<file path="src/rtl/core/bsd_pkg.sv">
// Shared types and constants for the descending bubble sorter.
// Used by the controller, the datapath and the top level; depends on nothing.
package bsd_pkg;

	// Widths fixed by the item fields.
	localparam int DATA_PORT_WIDTH = 32;
	localparam int CMP_WIDTH       = 12;
	localparam logic [CMP_WIDTH-1:0] CMP_MAX = '1;

	// Controller states, one-hot.
	typedef enum logic [6:0] {
		S_LOAD       = 7'b0000001,
		S_PRIME      = 7'b0000010,
		S_FIRST      = 7'b0000100,
		S_CMP        = 7'b0001000,
		S_TAIL       = 7'b0010000,
		S_EMIT_PRIME = 7'b0100000,
		S_EMIT       = 7'b1000000
	} state_t;

	// Commands from the controller to the datapath.
	typedef struct packed {
		logic load;        // store the accepted item, or mark overflow
		logic prime;       // read entry 0, clear the pair index and swap flag
		logic take_first;  // move entry 0 into the carry register
		logic compare;     // compare carry with the next entry, write back the larger
		logic write_tail;  // write the carry into the last entry of the list
		logic emit;        // present one sorted item
		logic finish;      // clear list state after the final item
	} cmd_t;

	// Status from the datapath to the controller.
	typedef struct packed {
		logic single;      // the list holds one element
		logic pair_last;   // the current pair is the last of the pass
		logic emit_last;   // the current item is the last to emit
		logic swapped;     // the pass so far has made a swap
	} sts_t;

endpackage

</file>
<file path="src/rtl/core/bsd_ctrl.sv">
// Controller state machine for the descending bubble sorter.
// Depends on bsd_pkg for the state, command and status types.
module bsd_ctrl (
	input  logic          clk,
	input  logic          arst_n,
	input  logic          start,
	input  logic          last,
	input  bsd_pkg::sts_t sts,
	output bsd_pkg::cmd_t cmd,
	output logic          busy
);

	bsd_pkg::state_t state_q;
	bsd_pkg::state_t state_d;

	// The block takes items only while it is loading a list.
	assign busy = (state_q != bsd_pkg::S_LOAD);

	// Command decode and next state.
	always_comb begin
		cmd     = '0;
		state_d = state_q;
		case (state_q)
			bsd_pkg::S_LOAD: begin
				if (start) begin
					cmd.load = 1'b1;
					if (last) state_d = bsd_pkg::S_PRIME;
				end
			end
			bsd_pkg::S_PRIME: begin
				cmd.prime = 1'b1;
				state_d   = bsd_pkg::S_FIRST;
			end
			bsd_pkg::S_FIRST: begin
				cmd.take_first = 1'b1;
				state_d = sts.single ? bsd_pkg::S_EMIT_PRIME : bsd_pkg::S_CMP;
			end
			bsd_pkg::S_CMP: begin
				cmd.compare = 1'b1;
				if (sts.pair_last) state_d = bsd_pkg::S_TAIL;
			end
			bsd_pkg::S_TAIL: begin
				cmd.write_tail = 1'b1;
				state_d = sts.swapped ? bsd_pkg::S_PRIME : bsd_pkg::S_EMIT_PRIME;
			end
			bsd_pkg::S_EMIT_PRIME: begin
				cmd.prime = 1'b1;
				state_d   = bsd_pkg::S_EMIT;
			end
			bsd_pkg::S_EMIT: begin
				cmd.emit = 1'b1;
				if (sts.emit_last) begin
					cmd.finish = 1'b1;
					state_d    = bsd_pkg::S_LOAD;
				end
			end
			default: begin
				state_d = bsd_pkg::S_LOAD;
			end
		endcase
	end

	// State register.
	always_ff @(posedge clk or negedge arst_n) begin
		if (!arst_n) begin
			state_q <= bsd_pkg::S_LOAD;
		end else begin
			state_q <= state_d;
		end
	end

	// The block only returns to loading straight after the final item.
	a_idle_after_emit: assert property (@(posedge clk) disable iff (!arst_n)
		$fell(busy) |-> $past(state_q == bsd_pkg::S_EMIT && sts.emit_last))
		else $error("busy fell without the final item of a list");

	// A final item starts the sort at once.
	a_last_starts_sort: assert property (@(posedge clk) disable iff (!arst_n)
		(start && !busy && last) |=> (state_q == bsd_pkg::S_PRIME))
		else $error("final item did not start the sort");

endmodule

</file>
<file path="src/rtl/core/bsd_datapath.sv">
// Datapath of the descending bubble sorter: element memory, carry register,
// pair index, list counters and result ports. Depends on bsd_pkg.
module bsd_datapath #(
	parameter int MAX_ITEMS   = 64,
	parameter int VALUE_WIDTH = 32
) (
	input  logic                                 clk,
	input  logic                                 arst_n,
	input  bsd_pkg::cmd_t                        cmd,
	input  logic [bsd_pkg::DATA_PORT_WIDTH-1:0]  value,
	output bsd_pkg::sts_t                        sts,
	output logic                                 strobe,
	output logic [bsd_pkg::DATA_PORT_WIDTH-1:0]  sorted_value,
	output logic                                 end_of_list,
	output logic [bsd_pkg::CMP_WIDTH-1:0]        comparison_count,
	output logic                                 overflow
);

	localparam int AW = $clog2(MAX_ITEMS);
	localparam int NW = $clog2(MAX_ITEMS + 1);
	localparam int OW = bsd_pkg::DATA_PORT_WIDTH;
	localparam logic [NW-1:0] FULL_COUNT = NW'(MAX_ITEMS);

	logic [VALUE_WIDTH-1:0] mem [MAX_ITEMS];
	logic [VALUE_WIDTH-1:0] rd_q;
	logic [VALUE_WIDTH-1:0] carry_q;
	logic [AW-1:0]          k_q;
	logic [NW-1:0]          count_q;
	logic [bsd_pkg::CMP_WIDTH-1:0] cmp_q;
	logic                   swapped_q;
	logic                   dropped_q;

	logic [NW-1:0]          k_ext;
	logic [AW-1:0]          tail_idx;
	logic [AW-1:0]          rd_idx;
	logic                   full;
	logic                   less;
	logic                   wr_en;
	logic [AW-1:0]          wr_addr;
	logic [VALUE_WIDTH-1:0] wr_data;

	assign k_ext    = NW'(k_q);
	assign tail_idx = AW'(count_q - NW'(1));
	assign full     = (count_q == FULL_COUNT);
	assign less     = (carry_q < rd_q);

	// Status for the controller.
	assign sts.single    = (count_q == NW'(1));
	assign sts.pair_last = ((k_ext + NW'(2)) == count_q);
	assign sts.emit_last = ((k_ext + NW'(1)) == count_q);
	assign sts.swapped   = swapped_q;

	// Read address: entry 0 when priming, otherwise one or two ahead of the index.
	always_comb begin
		if (cmd.prime) begin
			rd_idx = '0;
		end else if (cmd.compare) begin
			rd_idx = k_q + AW'(2);
		end else begin
			rd_idx = k_q + AW'(1);
		end
	end

	// Single write port: loading, the larger of a pair, or the tail of a pass.
	always_comb begin
		wr_en   = 1'b0;
		wr_addr = k_q;
		wr_data = rd_q;
		if (cmd.load) begin
			wr_en   = !full;
			wr_addr = count_q[AW-1:0];
			wr_data = VALUE_WIDTH'(value);
		end else if (cmd.compare) begin
			wr_en   = 1'b1;
			wr_addr = k_q;
			wr_data = less ? rd_q : carry_q;
		end else if (cmd.write_tail) begin
			wr_en   = 1'b1;
			wr_addr = tail_idx;
			wr_data = carry_q;
		end
	end

	// Element memory with a registered read.
	always_ff @(posedge clk) begin
		if (wr_en) mem[wr_addr] <= wr_data;
		rd_q <= mem[rd_idx];
	end

	// The carry holds the element being bubbled; it keeps the smaller of each pair.
	always_ff @(posedge clk) begin
		if (cmd.take_first) begin
			carry_q <= rd_q;
		end else if (cmd.compare && !less) begin
			carry_q <= rd_q;
		end
	end

	// Pair index, list counters and flags.
	always_ff @(posedge clk or negedge arst_n) begin
		if (!arst_n) begin
			k_q       <= '0;
			count_q   <= '0;
			cmp_q     <= '0;
			swapped_q <= 1'b0;
			dropped_q <= 1'b0;
		end else begin
			if (cmd.load) begin
				if (full) dropped_q <= 1'b1;
				else      count_q   <= count_q + NW'(1);
			end
			if (cmd.prime) begin
				k_q       <= '0;
				swapped_q <= 1'b0;
			end
			if (cmd.compare || cmd.emit) k_q <= k_q + AW'(1);
			if (cmd.compare) begin
				if (less) swapped_q <= 1'b1;
				if (cmp_q != bsd_pkg::CMP_MAX) cmp_q <= cmp_q + bsd_pkg::CMP_WIDTH'(1);
			end
			if (cmd.finish) begin
				count_q   <= '0;
				cmp_q     <= '0;
				dropped_q <= 1'b0;
			end
		end
	end

	// Result ports.
	assign strobe           = cmd.emit;
	assign sorted_value     = OW'(rd_q);
	assign end_of_list      = cmd.emit && sts.emit_last;
	assign comparison_count = cmp_q;
	assign overflow         = dropped_q;

	// Items are only emitted from a non-empty list.
	a_emit_nonempty: assert property (@(posedge clk) disable iff (!arst_n)
		strobe |-> (count_q != '0))
		else $error("item emitted from an empty list");

	// A comparison never reaches beyond the loaded elements.
	a_compare_in_range: assert property (@(posedge clk) disable iff (!arst_n)
		cmd.compare |-> ((k_ext + NW'(2)) <= count_q))
		else $error("comparison beyond the end of the list");

	// The comparison total holds steady while a list is emitted.
	a_count_stable_emit: assert property (@(posedge clk) disable iff (!arst_n)
		(cmd.emit && !cmd.finish) |=> $stable(cmp_q))
		else $error("comparison total changed during emission");

endmodule

</file>
<file path="src/rtl/core/bubble_sort_descending.sv">
// Top level of the descending bubble sorter.
// Instantiates bsd_ctrl and bsd_datapath; depends on bsd_pkg.
//
// Items are taken one per cycle while busy is low, at each edge with start high;
// an item with last set closes the list. Up to MAX_ITEMS elements are kept and
// further ones only set the overflow flag. The list is then sorted in place in a
// single-port memory: each pass runs a read prime, a carry load, a compare and
// write per adjacent pair and a tail write, and passes repeat until one makes no
// swap; a single element needs only the read prime and carry load. The results
// then come out largest first, one per cycle with strobe high, from a registered
// memory read. The receiver cannot stall: each result is valid only in the cycle
// its strobe is high. busy stays high from the final item of a list until the
// cycle after its last result.
module bubble_sort_descending #(
	parameter int MAX_ITEMS   = 64,
	parameter int VALUE_WIDTH = 32
) (
	input  logic                                 clk,
	input  logic                                 arst_n,
	input  logic                                 start,
	output logic                                 busy,
	input  logic [bsd_pkg::DATA_PORT_WIDTH-1:0]  value,
	input  logic                                 last,
	output logic                                 strobe,
	output logic [bsd_pkg::DATA_PORT_WIDTH-1:0]  sorted_value,
	output logic                                 end_of_list,
	output logic [bsd_pkg::CMP_WIDTH-1:0]        comparison_count,
	output logic                                 overflow
);

	bsd_pkg::cmd_t cmd;
	bsd_pkg::sts_t sts;

	// Sequencing of load, sort passes and emission.
	bsd_ctrl u_ctrl (
		.clk    (clk),
		.arst_n (arst_n),
		.start  (start),
		.last   (last),
		.sts    (sts),
		.cmd    (cmd),
		.busy   (busy)
	);

	// Storage, compare-and-swap and result ports.
	bsd_datapath #(
		.MAX_ITEMS   (MAX_ITEMS),
		.VALUE_WIDTH (VALUE_WIDTH)
	) u_datapath (
		.clk              (clk),
		.arst_n           (arst_n),
		.cmd              (cmd),
		.value            (value),
		.sts              (sts),
		.strobe           (strobe),
		.sorted_value     (sorted_value),
		.end_of_list      (end_of_list),
		.comparison_count (comparison_count),
		.overflow         (overflow)
	);

endmodule
</file>
<file path="config.mk">
export PLATFORM = sky130hd
export DESIGN_NAME = bubble_sort_descending
export DESIGN_NICKNAME = d
export VERILOG_FILES = /design/src/rtl/core/bsd_pkg.sv /design/src/rtl/core/bsd_ctrl.sv /design/src/rtl/core/bsd_datapath.sv /design/src/rtl/core/bubble_sort_descending.sv
export SDC_FILE = /design/constraint.sdc
export NUM_CORES = 2
export LEC_CHECK = 0
export ABC_AREA = 1
export ABC_CLOCK_PERIOD_IN_PS = 10600
export BUFFER_PORTS_ARGS = -buffer_cell sky130_fd_sc_hd__buf_2
export CORE_ASPECT_RATIO = 1.75
export CORE_MARGIN = 10
export CORE_UTILIZATION = 45
export CTS_BUF_LIST = sky130_fd_sc_hd__clkbuf_8
export CTS_CLUSTER_SIZE = 8
export DETAILED_ROUTE_END_ITERATION = 10
export SYNTH_ARGS = -nofsm -noshare
export SYNTH_HDL_FRONTEND = slang
export SYNTH_HIERARCHICAL = 1
export SYNTH_SLANG_ARGS = --single-unit
</file>
<file path="constraint.sdc">
create_clock -name clk -period 10.6 [get_ports clk]
set_input_delay 3.18 -clock clk [delete_from_list [all_inputs] [get_ports clk]]
set_output_delay 3.18 -clock clk [all_outputs]
set_load 0.02 [all_outputs]
</file>
* Yosys cells after proc, flatten, opt, wreduce, memory -nomap -nowiden *
Memories as Yosys holds them, arrays and structs flattened. A register that Yosys moved wholly into a read port is not among the register bits.
Index checks and enable logic that the tools add are counted.

cells by class
  eq/ne operators = 18
  $lt $le $gt $ge = 1
  mux-type cells = 45
  add/sub/neg operators = 7
  reductions and logical operators = 16

operators by type and width
  kind                                                             count
  32-bit 2-to-1 mux                                                6
  6-bit 2-to-1 mux                                                 9
  7-bit 2-to-1 mux                                                 7
  7-bit one-hot mux with 7 select lines                            1
  12-bit 2-to-1 mux                                                3
  32-bit less-than comparator                                      1
  1-bit 2-to-1 mux                                                 18
  7-bit by 1-bit == test with 1-bit output, second input constant  2
  7-bit == test                                                    2
  7-bit == test, second input constant                             2
  12-bit by 1-bit adder with 12-bit output, second input constant  1
  12-bit != test, second input constant                            1
  2-bit nonzero test                                               6
  2-bit != test, second input constant                             4
  6-bit by 1-bit adder with 7-bit output, second input constant    1
  6-bit by 2-bit adder with 7-bit output, second input constant    1
  7-bit by 1-bit adder with 7-bit output, second input constant    1
  7-bit by 2-bit == test with 1-bit output, second input constant  1
  7-bit by 3-bit == test with 1-bit output, second input constant  1
  7-bit by 4-bit == test with 1-bit output, second input constant  1
  7-bit by 5-bit == test with 1-bit output, second input constant  1
  7-bit by 6-bit == test with 1-bit output, second input constant  1
  7-bit by 1-bit != test with 1-bit output, second input constant  1
  6-bit by 1-bit adder with 6-bit output, second input constant    1
  other kinds (10)                                                 14

word-level totals
  output and inout port bits = 48
  memories = 1
  bits of input ports = 36
  word-level logic and storage cells = 95
  RAM bits = 2,048
  register bits = 66

memory list
  name            words  bits a word  rd ports  clocked after Yosys merged registers in  write ports  line                RTL
  u_datapath.mem  64     32           1         1                                        1            bsd_datapath.sv:24  logic [VALUE_WIDTH-1:0] mem [MAX_ITEMS];

* Depth between registers and ports, before layout *
  depth in word-level cells = 7
  gate-level depth with buffers = 20
  gate-level depth less buffers = 17

* Cells and area by module *
Netlist, hierarchy kept.

by module, submodules not included
  module        times used  seq. area each (sq um)  cells each  area each (sq um)
  bsd_datapath  1           63,776.2                7,526       89,709.8
  bsd_ctrl      1           176.4                   66          452.9

* Worst setup path after synthesis *
Ideal clock, no wire load.

  path type = input to register
  from = input start
  to = memory u_datapath.mem[0][31] (data pin)
  setup slack = 4,359 ps
  cell stages on the path = 7
  data required time = 10,051 ps
  arrival = 5,692 ps
  buffers on the path = 2
  library setup time = 549 ps
  path through = inv_1 nor2_1 inv_1 clkbuf_1 buf_1 nor2_1 a21oi_1

RTL lines
  what         line                          RTL
  from (decl)  bubble_sort_descending.sv:20  input logic start,
  to (decl)    bsd_datapath.sv:24

* Worst setup path in the final report *
  from = register u_datapath.k_q[0]
  to = output end_of_list

on the way
  longest elaborated chain between the ends = 3

ends and longest elaborated chain
  what                                    line                          RTL
  from (decl)                             bsd_datapath.sv:27            logic [AW-1:0] k_q;
  from (signal assigned)                  bsd_datapath.sv:116           if (cmd.compare || cmd.emit) k_q <= k_q + AW'(1);
  6-bit by 1-bit adder with 7-bit output  bsd_datapath.sv:50            assign sts.emit_last = ((k_ext + NW'(1)) == count_q);
  7-bit == test                           bsd_datapath.sv:50
  1-bit logical AND                       bsd_datapath.sv:132           assign end_of_list = cmd.emit && sts.emit_last;
  to (decl)                               bubble_sort_descending.sv:26  output logic end_of_list,

No other way between the ends.

==> out/summary.txt <==
outcome: finished clean
Slowest cell on crit path: dfrtp_1
initial antenna violation count: 6
CTS Hold Bufs: 0
Setup TNS: 0 ns
# IOs: 84
share of cells above drive strength 1: 8.338%
Post-Syn Nets: 7666
cells on worst reg2reg path: 16
WL final: 253400 µm
row count: 217
type of origin of the critical path: flip-flop
clock sinks: 2146
CTS HTree Levels: 5
CP Data Required Time: 7.42 ns
Iteration-0 DRC Markers: 6201
pre-CTS setup slack: 3.548 ns
Port Buffers: 83
Reg power frac: 37.8%
Detailed Place HPWL: 146300 µm
unrepaired setup endpoints after global routing: false
die span in y: 612.1 µm
share of total power in the clock network: 19.0%
Worst Tran Pin Value: 1.340 ns
Logic pwr share: 43.2%
worst hold start: u_datapath/overflow$_DFFE_PN0P_
Peak supply drop: 0.3212 mV
critical path fanouts, max: 11
Pwr Density: 317.6 mW/mm²
Root Driver: clkbuf_8
clock-pin slew on the worst setup and hold paths: 0.06 ns
Placed Area: 0.09290 mm²
CP Buf/Inv Count: 1
TritonCTS clock tree: done
number of synthesized flops with an enable pin: 2080
skew final: 0.04936 ns
r2r endpoint: u_datapath/mem[54][22]$_DFFE_PP_
via count: 59444
latest clock arrival within the worst-skew pair: 0.93 ns
Met2 Wirelength: 134000 µm
Final nets: 7644
internal power: 0.01749 W
Top FF cell, synth: edfxtp_1
Hold WC Path Type: reg -> reg
area delta synth->final: 8.883%
WL met3: 15570 µm
pin count of the biggest net entering global routing: 227
worst-path cell chain: ha_1, nand3_1, xor2_1, nor2_1, nor4_1, nand4_1, nor2_1, buf_2
Post-Syn Instances: 7592
drt first pass iters: 6
# setup viols final: 0
Final Wtd Congestion: 0.8764
Mapped Area: 0.09016 mm²
Max transition margin: 10.42%
Residual DRC: 0
Max stage delay on crit path: 0.62 ns
Avg Vias per Cell: 5.740
first-pass GRT wire length: 372100 µm
grt total ovfl: 0
net switching power of the design: 0.01369 W
Fmax: 0.1583 GHz
Max Slew Vio Count: 0
YS warnings: 6
CP Capture Type: output port
Final Util: 49.19%
Top delay family on crit path: simple AND/OR/NAND/NOR gates
Die Area: 0.2194 mm²
Finished Cell Area: 0.09817 mm²
internal reg-to-reg setup slack: 5.10 ns
Top cell by count, worst path: nor2_1
die width: 358.4 µm
synth unique cells: 47
CTS resizes: 0
crit path DAT: 3.14 ns
Yosys reg bits: 2146
CTS Buf Count: 325
clock buffer depth: 4
WHS Path Cells: 2
number of global-route vias before repair: 58366
Crit Reg-Reg Startpoint: u_ctrl/state_q[6]$_DFFE_PN0P_
core box area: 0.1996 mm²
maxcap violations: 0
WHS Endpoint: u_datapath/overflow$_DFFE_PN0P_
Async S/R FF share, synth: 1.584%
sequential area share after synthesis: 70.93%
Critical Path Stages: 8
WL/cell: 24.47 µm
Top Metal Used: met5
Synth Area per Inst: 11.88 µm²
starting density of the core: 45.18%
Final period util: 59.60%
GRT Util Overall: 22.46%
setup bufs post-CTS: 0
Final Hold Vio Count: 0
minimum clock period: 6.317 ns
CP Class: reg -> out
cell leakage power: 34.03 nW
Routed Antenna Nets: 0
met1 wire length: 90800 µm
final worst slack: 4.283 ns
sw frac: 43.90%
[worst max path at each step]
stage / slack, ns / to / from
3_5_place_dp: 3.55 / u_datapath/mem[55][1]$_DFFE_PP_ / start
6_report: 4.28 / end_of_list / u_datapath/k_q[0]$_DFFE_PN0P_
3_3_place_gp: 3.54 / u_datapath/mem[25][22]$_DFFE_PP_ / start
2_1_floorplan: 4.36 / u_datapath/mem[0][31]$_DFFE_PP_ / start
5_1_grt: 4.14 / end_of_list / u_datapath/k_q[0]$_DFFE_PN0P_
4_1_cts: 4.35 / end_of_list / u_datapath/k_q[0]$_DFFE_PN0P_
[layout by cell type (no fill, tap or decap), drive strengths merged]
cell type and n:
a2111oi 1, a211oi 1, a21o 1, a21oi 543
a221oi 31, a22oi 2, a31o 1, a31oi 1
a32o 1, and2 1, buf 185, bufinv 1
clkbuf 338, clkinv 28, clkinvlp 5, dfrtp 33
dfstp 1, dfxtp 32, diode 4, edfxtp 2080
ha 38, inv 759, nand2 1426, nand3 1178
nand3b 1, nand4 37, nor2 122, nor3 13
nor3b 1, nor4 3, o211ai 515, o21a 3
o21ai 323, o22ai 4, o31ai 1, o32ai 1
or2 1, xnor2 1, xor2 11
[worst register-to-register path: stages (launching register included)]
cell	delay (ns)
dfrtp_1	0.40
inv_2	0.07
nand2_2	0.07
nor2_4	0.18
nand2_4	0.11
inv_2	0.07
buf_4	0.64
inv_2	0.19
nand2_1	0.33
inv_2	0.38
nand2_1	0.19
o32ai_1	0.09
nand2_1	0.10
nand2_1	0.19
inv_1	0.23
nand3_1	0.58
nor2_4	1.25
[registers in the layout, summed over array words and instances (netlist names)]
signal / cells
u_datapath/swapped_q: 1
u_datapath/comparison_count: 12
u_datapath/k_q: 6
u_datapath/mem: 2048
u_datapath/carry_q: 32
u_datapath/sorted_value: 32
u_datapath/count_q: 7
u_ctrl/state_q: 7
u_datapath/overflow: 1
[stage by stage]
step / hold WS (ns) / cells / total power, W
2_1_floorplan: 0.4542 / 7592 / 0.02009
3_3_place_gp: 0.5171 / 9871 / 0.02506
3_5_place_dp: 0.5186 / 9871 / 0.02526
4_1_cts: 0.5338 / 10352 / 0.03117
5_1_grt: 0.5616 / 10355 / 0.03271
6_report: 0.5269 / 10356 / 0.03118
[layer usage]
layer	vias up	GRT usage, %
met5	-	0
li1	27237	-
met4	2	11.36
met3	594	3.108
met2	2353	40.67
met1	29258	25.59
[power by group through the flow]
stage	registers, W	logic (W)	clock network [W]
floorplan	0.0119	0.00815	0
global placement	0.0120	0.0131	0
detailed placement	0.0120	0.0133	0
CTS	0.0118	0.0133	0.00606
global route	0.0118	0.0145	0.00641
finish	0.0118	0.0135	0.00593
[cells by family after synthesis]
logic type	Yosys count	share of synthesized area (%)
AND/OR/NAND/NOR	2783	13.45
flip-flops	2146	70.93
AO/OA/AOI/OAI	1429	9.543
buffers and inverters	1184	5.432
adder cells (fa/ha/maj)	38	0.5273
XOR/XNOR	12	0.1166
[cells in the mapped netlist (3+ instances only)]
master	n	share of area [%]
nor2_1	116	0.48
nand2_1	1419	5.9
nand3_1	1177	6.5
dfrtp_1	33	0.92
nor2_4	3	0.037
o21ai_0	182	1.0
nor2_2	3	0.021
nand2_4	3	0.037
nor3_1	12	0.067
inv_2	15	0.062
buf_2	329	1.8
inv_1	635	2.6
clkbuf_1	169	0.70
o21a_1	3	0.025
buf_4	9	0.075
nor4_1	3	0.021
a221oi_1	31	0.30
a21oi_1	543	3.0
ha_1	38	0.53
buf_1	26	0.11
nand4_1	37	0.26
o211ai_1	515	4.3
o22ai_1	4	0.028
nand2_2	4	0.028
edfxtp_1	2080	69
o21ai_1	141	0.78
dfxtp_1	32	0.71
xor2_1	11	0.11
[cell type report]
cell class,instances,area [µm²]
Fill cell,17540,101400
Sequential cell,2146,63950
Multi-Input combinational cell,4262,21830
Clock buffer,338,4652
Tap cell,2628,3288
Inverter,650,2471
Timing Repair Buffer,185,1356
Clock inverter,143,606.8
Antenna cell,4,10.01
No activity file was read; power rests on OpenSTA's default activity.
